[src/rtl/csss_pkg.sv]
// ----------------------------------------------------------------------------
// csss_pkg
// Shared types, constants and the case fold for the substring search block.
// ----------------------------------------------------------------------------
package csss_pkg;

  localparam int MAX_NEEDLE_DEF   = 32;
  localparam int MAX_HAYSTACK_DEF = 65536;

  // needle bytes held in configuration
  localparam int NEEDLE_REG_BYTES = 32;
  localparam int CFG_IDX_W        = 3;
  localparam int CFG_DATA_W       = 64;
  localparam int LEN_REG_W        = 6;
  localparam int POS_W            = 16;

  typedef enum logic [CFG_IDX_W-1:0] {
    CFG_PAT_LEN      = 3'd0,
    CFG_NEEDLE_0_7   = 3'd1,
    CFG_NEEDLE_8_15  = 3'd2,
    CFG_NEEDLE_16_23 = 3'd3,
    CFG_NEEDLE_24_31 = 3'd4
  } cfg_idx_t;

  typedef struct packed {
    logic shift;   // transfer accepted, move the window on
    logic active;  // cell lies inside the needle length
  } cell_ctl_t;

  // only 'A'..'Z' are folded to lower case
  function automatic logic [7:0] fold_byte(input logic [7:0] b);
    logic [7:0] r;
    r = b;
    if (b >= 8'h41 && b <= 8'h5A) begin
      r = b + 8'h20;
    end
    return r;
  endfunction

endpackage

[src/rtl/case_insensitive_substring_search.sv]
// ----------------------------------------------------------------------------
// case_insensitive_substring_search
// First-occurrence case-insensitive needle search over a byte stream.
// ----------------------------------------------------------------------------
// channel  dir  handshake          payload
// s_*      in   s_tvalid/s_tready  tdata: hay_byte; tlast: last
// m_*      out  m_tvalid/m_tready  tdata: found, match_pos
// cfg_*    in   cfg_we             cfg_index, cfg_data
//
// one haystack byte per cycle while s_tready is high; the row of window
// cells compares every position in parallel, so the rate is set by that compare.
// a result appears on m_* in the cycle after the byte that caused it.
// a stalled result holds in the output register; input is taken while the
// output register is empty or being drained. reset is synchronous, no sweep.
// ----------------------------------------------------------------------------
module case_insensitive_substring_search #(
  parameter int MaxNeedle   = csss_pkg::MAX_NEEDLE_DEF,
  parameter int MaxHaystack = csss_pkg::MAX_HAYSTACK_DEF
) (
  input  logic                             clk,
  input  logic                             rst,
  input  logic                             s_tvalid,
  output logic                             s_tready,
  input  logic [7:0]                       s_tdata,   // [7:0] hay_byte
  input  logic                             s_tlast,
  output logic                             m_tvalid,
  input  logic                             m_tready,
  output logic [23:0]                      m_tdata,   // [0] found, [16:1] match_pos
  input  logic                             cfg_we,
  input  logic [csss_pkg::CFG_IDX_W-1:0]   cfg_index,
  input  logic [csss_pkg::CFG_DATA_W-1:0]  cfg_data
);
  import csss_pkg::*;

  localparam int LenW = $clog2(MaxNeedle+1);
  localparam int CntW = $clog2(MaxHaystack+1);

  logic [LEN_REG_W-1:0]          pat_len;
  logic [NEEDLE_REG_BYTES*8-1:0] needle_flat;
  logic [LenW-1:0]               len_c;
  logic [MaxNeedle*8-1:0]        aligned;

  logic [CntW-1:0] byte_count, byte_count_next;
  logic            search_done, search_done_next;
  logic            res_found;
  logic [POS_W-1:0] res_pos;
  logic [POS_W-1:0] match_pos;

  logic [7:0]     win [MaxNeedle+1];
  logic [MaxNeedle-1:0] hit;
  logic           accept;
  logic           res_valid, res_f, done_mid, cnt_live, all_hit;
  logic [CntW-1:0] seen, start;
  logic [POS_W-1:0] res_p;

  // configuration
  always_ff @(posedge clk) begin
    if (rst) begin
      pat_len     <= '0;
      needle_flat <= '0;
    end else if (cfg_we) begin
      unique case (cfg_idx_t'(cfg_index))
        CFG_PAT_LEN:      pat_len <= cfg_data[LEN_REG_W-1:0];
        CFG_NEEDLE_0_7:   needle_flat[0*CFG_DATA_W +: CFG_DATA_W] <= cfg_data;
        CFG_NEEDLE_8_15:  needle_flat[1*CFG_DATA_W +: CFG_DATA_W] <= cfg_data;
        CFG_NEEDLE_16_23: needle_flat[2*CFG_DATA_W +: CFG_DATA_W] <= cfg_data;
        CFG_NEEDLE_24_31: needle_flat[3*CFG_DATA_W +: CFG_DATA_W] <= cfg_data;
        default: ;
      endcase
    end
  end

  always_comb begin
    if ({1'b0, pat_len} > 7'(MaxNeedle)) begin
      len_c = LenW'(MaxNeedle);
    end else begin
      len_c = LenW'(pat_len);
    end
  end

  csss_needle_align #(
    .MaxNeedle (MaxNeedle)
  ) u_align (
    .needle_flat (needle_flat),
    .len_c       (len_c),
    .aligned     (aligned)
  );

  assign s_tready = !m_tvalid || m_tready;
  assign accept   = s_tvalid && s_tready;

  // window: cell 0 takes the newest folded byte
  assign win[0] = fold_byte(s_tdata);

  for (genvar i = 0; i < MaxNeedle; i++) begin : g_cell
    cell_ctl_t ctl;
    assign ctl = cell_ctl_t'{shift: accept, active: (LenW'(i) < len_c)};
    csss_cell u_cell (
      .clk      (clk),
      .ctl      (ctl),
      .din      (win[i]),
      .needle_b (aligned[i*8 +: 8]),
      .dout     (win[i+1]),
      .hit      (hit[i])
    );
  end

  assign all_hit  = &hit;
  assign cnt_live = byte_count < CntW'(MaxHaystack);
  assign seen     = byte_count + CntW'(1);
  assign start    = seen - CntW'(len_c);

  always_comb begin
    done_mid        = search_done;
    res_valid       = 1'b0;
    res_f           = 1'b0;
    res_p           = '0;
    if (!search_done) begin
      if (len_c == '0) begin
        res_valid = 1'b1;
        res_f     = 1'b1;
        done_mid  = 1'b1;
      end else if (cnt_live && seen >= CntW'(len_c) && all_hit && (start >> POS_W) == '0) begin
        res_valid = 1'b1;
        res_f     = 1'b1;
        res_p     = POS_W'(start);
        done_mid  = 1'b1;
      end
    end
    byte_count_next  = cnt_live ? seen : byte_count;
    search_done_next = done_mid;
    if (s_tlast) begin
      // end of haystack reports not found unless a match was given
      if (!done_mid) begin
        res_valid = 1'b1;
        res_f     = 1'b0;
        res_p     = '0;
      end
      byte_count_next  = '0;
      search_done_next = 1'b0;
    end
  end

  always_ff @(posedge clk) begin
    if (rst) begin
      byte_count  <= '0;
      search_done <= 1'b0;
      m_tvalid    <= 1'b0;
    end else begin
      if (accept) begin
        byte_count  <= byte_count_next;
        search_done <= search_done_next;
      end
      if (accept && res_valid) begin
        m_tvalid <= 1'b1;
      end else if (m_tready) begin
        m_tvalid <= 1'b0;
      end
    end
  end

  always_ff @(posedge clk) begin
    if (accept && res_valid) begin
      res_found <= res_f;
      res_pos   <= res_p;
    end
  end

  assign match_pos = res_pos;
  assign m_tdata   = {7'b0, match_pos, res_found};

endmodule

[src/rtl/csss_cell.sv]
// ----------------------------------------------------------------------------
// csss_cell
// One window cell: holds a folded byte, passes it on, compares its input.
// ----------------------------------------------------------------------------
module csss_cell (
  input  logic                clk,
  input  csss_pkg::cell_ctl_t ctl,
  input  logic [7:0]          din,
  input  logic [7:0]          needle_b,
  output logic [7:0]          dout,
  output logic                hit
);
  import csss_pkg::*;

  logic [7:0] w;

  always_ff @(posedge clk) begin
    if (ctl.shift) begin
      w <= din;
    end
  end

  assign dout = w;
  // compare against the byte entering this cell, cells past the needle always agree
  assign hit  = !ctl.active || (din == needle_b);

endmodule

[src/rtl/csss_needle_align.sv]
// ----------------------------------------------------------------------------
// csss_needle_align
// Folds the needle and lines it up with the window, newest byte first.
// ----------------------------------------------------------------------------
module csss_needle_align #(
  parameter int MaxNeedle = csss_pkg::MAX_NEEDLE_DEF
) (
  input  logic [csss_pkg::NEEDLE_REG_BYTES*8-1:0] needle_flat,
  input  logic [$clog2(MaxNeedle+1)-1:0]          len_c,
  output logic [MaxNeedle*8-1:0]                  aligned
);
  import csss_pkg::*;

  localparam int LenW = $clog2(MaxNeedle+1);

  logic [MaxNeedle*8-1:0] rev;
  logic [LenW-1:0]        sh;

  // rev holds needle byte j at byte place MaxNeedle-1-j
  for (genvar j = 0; j < MaxNeedle; j++) begin : g_rev
    if (j < NEEDLE_REG_BYTES) begin : g_cfg
      assign rev[(MaxNeedle-1-j)*8 +: 8] = fold_byte(needle_flat[j*8 +: 8]);
    end else begin : g_zero
      assign rev[(MaxNeedle-1-j)*8 +: 8] = 8'h00;
    end
  end

  // window cell i wants needle byte len-1-i
  assign sh      = LenW'(MaxNeedle) - len_c;
  assign aligned = rev >> {sh, 3'b000};

endmodule
[config.mk]
export PLATFORM = sky130hd
export DESIGN_NAME = case_insensitive_substring_search
export DESIGN_NICKNAME = d
export VERILOG_FILES = /design/src/rtl/csss_pkg.sv /design/src/rtl/case_insensitive_substring_search.sv /design/src/rtl/csss_cell.sv /design/src/rtl/csss_needle_align.sv
export SDC_FILE = /design/constraint.sdc
export NUM_CORES = 2
export LEC_CHECK = 0
export BUFFER_PORTS_ARGS = -buffer_cell sky130_fd_sc_hd__buf_2
export CAP_MARGIN = 5
export CORE_ASPECT_RATIO = 1.4
export CORE_MARGIN = 1.5
export CORE_UTILIZATION = 40
export CTS_BUF_LIST = sky130_fd_sc_hd__clkbuf_2
export CTS_CLUSTER_DIAMETER = 30
export CTS_CLUSTER_SIZE = 8
export DETAILED_ROUTE_END_ITERATION = 7
export PLACE_DENSITY_LB_ADDON = 0.25
export SYNTH_ARGS = -nofsm -noshare
export SYNTH_HDL_FRONTEND = slang
export SYNTH_HIERARCHICAL = 1
export SYNTH_SLANG_ARGS = --single-unit
[constraint.sdc]
create_clock -name clk -period 8.5 [get_ports clk]
set_clock_uncertainty 0.15 [all_clocks]
set_input_delay 0 -clock clk [delete_from_list [all_inputs] [get_ports clk]]
set_output_delay 0 -clock clk [all_outputs]
set_load 0.03 [all_outputs]
======== After elaboration in Yosys (flattened, before gate mapping) ========
Cells that the tools add are included.
word-level totals
  register bits ........................... 546
  input port bits ......................... 81
  output and inout bits ................... 26
  word-level logic and storage cells ...... 383
cells by class
  $add $sub $neg .......................... 36
  $lt $le $gt $ge ......................... 101
  equal/unequal tests ..................... 36
  shift operators ......................... 1
  muxes and demuxes ....................... 52
  reduce and logical (&&, ||, !) cells .... 116
operators with widths
  kind                     number
  $add A8 B6 Y8 const B    33
  $ge A8 B7 Y1 const B     33
  $le A8 B7 Y1 const B     33
  $mux W8                  33
  $eq A8 B8 Y1             32
  $shr A256 B9 Y256        1
  $lt A5 B6 Y1 const A     16
  $mux W16                 5
  $lt A4 B6 Y1 const A     8
  $logic_and A1 B1 Y1      38
  $mux W17                 2
  $logic_not A1 Y1         33
  $logic_or A1 B1 Y1       33
  $reduce_and A32 Y1       1
  $lt A3 B6 Y1 const A     4
  $add A17 B1 Y17 const B  1
  $ge A17 B6 Y1            1
  $logic_not A17 Y1        1
  $lt A17 B17 Y1 const B   1
  $sub A17 B6 Y17          1
  $lt A1 B6 Y1 const A     2
  $lt A2 B6 Y1 const A     2
  $reduce_and A2 Y1        6
  $mux W1                  11
  9 further kinds          11

======== Depth between registers and ports, before layout ========
  word-level depth ........................ 16
  depth in mapped cells ................... 27
  gate-level depth less buffers ........... 22

======== Cells and area by module ========
The synthesis kept the hierarchy.
by module, submodules not included
  module                             instances  cells each  area an instance (um2)  seq. area each (um2)
  csss_needle_align                  1          2180        14789.2                 0.0
  case_insensitive_substring_search  1          1503        11747.5                 6135.9
  csss_cell                          32         19          327.8                   240.2

======== Least setup slack after synthesis ========
OpenSTA, ideal clock, no wires.
  kind .................................... register -> register
  start point ............................. reg m_tvalid
  end point ............................... reg byte_count[14]
  library setup time ...................... 0.132 ns
  arrival ................................. 7.426 ns
  data required time ...................... 8.218 ns
  path slack .............................. 0.792 ns
  cell stages (with the launch flop) ...... 8
  path buffers ............................ 1
  period minus slack after synthesis ...... 7.708 ns
  path through ............................ dfxtp_1 > nand2b_1 > nand2_1 > inv_1 > o21ai_1 > clkbuf_1 > o21ai_0 > a21oi_1
between the ends
  word-level cells in the longest chain between the ends .. 4
RTL lines
  what                                line                                      source
  from (decl)                         case_insensitive_substring_search.sv:26   output logic m_tvalid,
  from (signal assigned)              case_insensitive_substring_search.sv:148  m_tvalid <= 1'b0;
  from (signal assigned)              case_insensitive_substring_search.sv:155  m_tvalid <= 1'b1;
  from (signal assigned)              case_insensitive_substring_search.sv:157  m_tvalid <= 1'b0;
  $logic_not A1 Y1                    case_insensitive_substring_search.sv:89   assign s_tready = !m_tvalid || m_tready;
  $logic_or A1 B1 Y1                  case_insensitive_substring_search.sv:89
  named net s_tready                  case_insensitive_substring_search.sv:23   output logic s_tready,
  $logic_and A1 B1 Y1                 case_insensitive_substring_search.sv:90   assign accept = s_tvalid && s_tready;
  named net accept                    case_insensitive_substring_search.sv:51   logic accept;
  $reduce_and A2 Y1 (no source line)  --
  to (signal assigned)                case_insensitive_substring_search.sv:151  byte_count <= byte_count_next;
  to (decl)                           case_insensitive_substring_search.sv:43   logic [CntW-1:0] byte_count, byte_count_next;
The timed path passes the listed nets, and every way through them passes these cells.
A chain may end at the register's enable or synchronous reset.

======== Worst setup path in the final report ========
  start point ............................. reg pat_len[5]
  end point ............................... reg res_pos[0] (netlist: match_pos[0]), enable pin
between the ends
  word-level cells in the longest chain between the ends .. 15
  elaborated cells between the ends (all ways) .. 147
  those cells by class .................... add/sub (2); order compare (34); eq/ne (32); shift (1); mux (7); reduce/logical (71)
RTL lines
  what                                 line                                      source
  from (decl)                          case_insensitive_substring_search.sv:38   logic [LEN_REG_W-1:0] pat_len;
  from (signal assigned)               case_insensitive_substring_search.sv:63   CFG_PAT_LEN: pat_len <= cfg_data[LEN_REG_W-1:0];
  $gt A6 B6 Y1 *                       case_insensitive_substring_search.sv:74   if ({1'b0, pat_len} > 7'(MaxNeedle)) begin
  $mux W6 *                            case_insensitive_substring_search.sv:74
  named net len_c[1]                   case_insensitive_substring_search.sv:40   logic [LenW-1:0] len_c;
  $sub A6 B6 Y6 *                      csss_needle_align.sv:29                   assign sh = LenW'(MaxNeedle) - len_c;
  $shr A256 B9 Y256 *                  csss_needle_align.sv:30                   assign aligned = rev >> {sh, 3'b000};
  named net aligned[11]                case_insensitive_substring_search.sv:41   logic [MaxNeedle*8-1:0] aligned;
  $eq A8 B8 Y1 *                       csss_cell.sv:25                           assign hit = !ctl.active || (din == needle_b);
  $logic_or A1 B1 Y1 *                 csss_cell.sv:25
  named net hit[1]                     case_insensitive_substring_search.sv:50   logic [MaxNeedle-1:0] hit;
  $reduce_and A32 Y1 *                 case_insensitive_substring_search.sv:108  assign all_hit = &hit;
  $logic_and A1 B1 Y1 * (2 in series)  case_insensitive_substring_search.sv:123  end else if (cnt_live && seen >= CntW'(len_c) && all_hit && (start >> POS_W) == '0) begin
  $mux W1 *                            case_insensitive_substring_search.sv:123
  $mux W1 *                            case_insensitive_substring_search.sv:119  if (len_c == '0) begin
  $mux W1                              case_insensitive_substring_search.sv:118  if (!search_done) begin
  $mux W1                              case_insensitive_substring_search.sv:134  if (!done_mid) begin
  $mux W1 *                            case_insensitive_substring_search.sv:132  if (s_tlast) begin
  $logic_and A1 B1 Y1 *                case_insensitive_substring_search.sv:163  if (accept && res_valid) begin
  to (signal assigned)                 case_insensitive_substring_search.sv:165  res_pos <= res_p;
  to (decl)                            case_insensitive_substring_search.sv:46   logic [POS_W-1:0] res_pos;
Mark *: on every way through the listed nets, which the timed path passes. The rest lies on a longest branch.

==> results.yml <==
outcome:
  outcome: "finished, final reports clean"
drt:
  via_per_inst: 6.45
  routed-via-count: 37800
  drt_wl_total_um: 197000
  wire_per_inst_um: 33.5
  ant_nets: 0
  drt_iter0_drc: 5919
  firstDrtPassIters: 8
  drc: 0
job:
  drv.max_cap_violation_count: 0
floorplanning:
  ios: 107
  die_area_um2: 93800
  placementRows: 131
  start_util_pct: 40.4
  dieWidth_um: 259
  core_area_um2: 91100
  die_y_um: 362
min_path:
  hold_path_depth: 5
  min-delay-start: "cfg_data[10]"
  timing.hold.worst_endpoint: "needle_flat[74]"
  hp-class: "primary input to register"
pwr:
  p_int_w: 0.00421
  p_leak_nw: 14.7
  pwr-share-clk_pct: 32.5
  combPwrFrac_pct: 19.8
  powerDensity_nw_per_um2: 151
  p_sw_share_pct: 34.7
  switchingPower_w: 0.00224
  total_power_w: 0.00645
  seq_power_share_pct: 47.7
  peakVddDrop_uv: 159
timing:
  report.final.slew_viol_count: 0
  period_needed_ns: 8.30
  post-route-period-util_pct: 97.6
  hold_viol: 0
  finalSetupTns_ns: 0
  rsz0062_at_grt: "no"
  setup_violations: 0
  max_freq_ghz: 0.121
  max-slew-margin-rel_pct: 4.69
  tightest_slew_ns: 1.41
cts:
  cts-root-buf: "clkbuf_2"
  cts_buffers: 109
  clock_latency_ns: 1.49
  cts_num_sinks: 546
  cts_tree: "built"
  h-tree-depth: 3
  clk_pin_slew_ns: 0.13
  clock_path_buffers: 3
  post_cts_buffers: 0
global_route:
  grt_overflow_total: 0
  grt_max_degree: 180
  grt_pass1_wl_um: 270000
  antenna_found_initial: 10
  grt_pass1_vias: 35300
  grt_usage_pct: 41.0
finish:
  nets: 4699
  post-route-util_pct: 47.0
  final.fill_count: 8928
  final_cells: 5861
  drive_gt1_share_pct: 12.9
  design_area_um2: 42900
  syn_to_final_growth_pct: 16.5
worst_setup_path:
  cp.arrival_ns: 9.26
  crit_type: "register to register"
  r2r_cells: 23
  r2r_setup_slack_ns: 0.20
  slowest_stage: "a21oi_1"
  rr_startpoint: "pat_len[5]"
  start_kind: "register"
  max_stage_delay_ns: 0.63
  critPathTopFamily: "compound AO/OA/AOI/OAI gates"
  endpoint_kind: "register"
  critPathMaxFanout: 90
  crit_required_ns: 9.47
  crit_buf_inv: 5
  rr_endpoint: "match_pos[0]"
  crit_chain: "inv_1, nand2_1, inv_1, inv_1, ha_4, buf_16, nor2_1, a21oi_1, nor2_1, a21oi_1, nand2_1, o21ai_0, o22ai_1, xnor2_2, nand4_1, o21ai_1, nand4_1, nor4_1, nand3_1, a41oi_1, a21oi_1, a211oi_2, buf_4"
synthesis:
  synthCells: 4283
  yosysWarnings: 6
  mappedNetlistArea_um2: 36800
  avgSynthCellArea_um2: 8.59
placed_design:
  placed_cell_area_um2: 38400
  dp_cells: 5366
  hpwl_um: 143000
  gp_congestion: 1.19
  io_buffers: 99
-- state kept, by name (all words and copies together), names as in the netlist --
| signal | flops |
|---|---|
| byte_count | 17 |
| g_cell.u_cell/dout | 248 |
| m_tvalid | 1 |
| match_pos | 16 |
| needle_flat | 256 |
| pat_len | 6 |
| res_found | 1 |
| search_done | 1 |
-- per-layer routing --
metal	track usage, %	routed length (um)	vias up
li1	-	-	16200
met1	46.9	67800	18100
met2	61.4	85100	2736
met3	9.78	20000	749
met4	41.2	23700	12
met5	0	87	-
-- power groups by stage --
stage | sequential (W) | clock, W | combinational (W)
3_5_place_dp | 0.00313 | 0 | 0.00109
5_1_grt | 0.00309 | 0.00222 | 0.00130
6_report | 0.00308 | 0.00210 | 0.00128
4_1_cts | 0.00307 | 0.00212 | 0.00119
2_1_floorplan | 0.00308 | 0 | 0.000649
3_3_place_gp | 0.00313 | 0 | 0.00110
-- final cells by class --
class                   count  area [um2]  share of cell area [%]
clock buffers             126         631                    1.47
flip-flops and latches    546       13600                    31.7
clock inverters            67         753                    1.76
inverters                  54         214                   0.499
multi-input cells        3385       21900                    51.1
well taps                1197        1500                    3.50
diodes                      6        15.0                  0.0350
repair buffers            480        4280                    9.99
-- cells in the final DEF (no fill, tap or decap), types with 31 or more instances in the layout --
master           n
dfxtp_1        281
mux2_2          46
nor3_1          32
buf_4           78
mux2i_1        184
edfxtp_1       265
o21ai_0        150
o21ai_1         35
inv_1           51
xnor2_1        272
buf_2           98
clkbuf_2       126
or4_1           31
nor2_1         339
nand4_1         76
dlygate4sd3_1  291
a211oi_1        32
a21oi_1        466
mux4_2         106
nand2_1        904
nand3_1         63
o22ai_1         98
ha_1            40
-- worst register-to-register path: stages (launching register included) --
cell,delay [ns]
dfxtp_1,0.45
inv_1,0.39
nand2_1,0.29
inv_1,0.19
inv_1,0.09
ha_4,0.45
buf_16,0.38
nor2_1,0.36
a21oi_1,0.63
nor2_1,0.09
a21oi_1,0.50
nand2_1,0.10
o21ai_0,0.26
o22ai_1,0.25
xnor2_2,0.45
nand4_1,0.56
o21ai_1,0.33
nand4_1,0.12
nor4_1,0.37
nand3_1,0.32
a41oi_1,0.27
a21oi_1,0.16
a211oi_2,0.51
buf_4,0.30
-- through the flow --
stage                     setup WS, ns  hold slack [ns]
after floorplan                  0.971          -0.0511
after global placement           0.554            0.121
after detailed placement         0.436            0.126
after CTS                        0.409           0.0210
after global routing            0.0579            0.143
final                            0.201            0.155
-- how the worst max path moves through the flow --
stage / end / cells past startpoint / startpoint / slack [ns]
after global routing: match_pos[1] / 23 / pat_len[5] / 0.06
after floorplan: byte_count[14] / 7 / m_tvalid / 0.97
after CTS: match_pos[1] / 23 / pat_len[5] / 0.41
after global placement: match_pos[2] / 23 / pat_len[5] / 0.55
after detailed placement: match_pos[2] / 23 / pat_len[5] / 0.44
final: match_pos[0] / 23 / pat_len[5] / 0.20
-- timing repair --
| item | CTS | global route |
|---|---|---|
| endpoints found under the hold margin | 471 | 0 |
| hold buffers | 295 | 0 |
| resized for setup | 0 | 3 |
| endpoints found under the setup margin | 0 | 30 |
No activity file was read; power rests on OpenSTA's default activity.
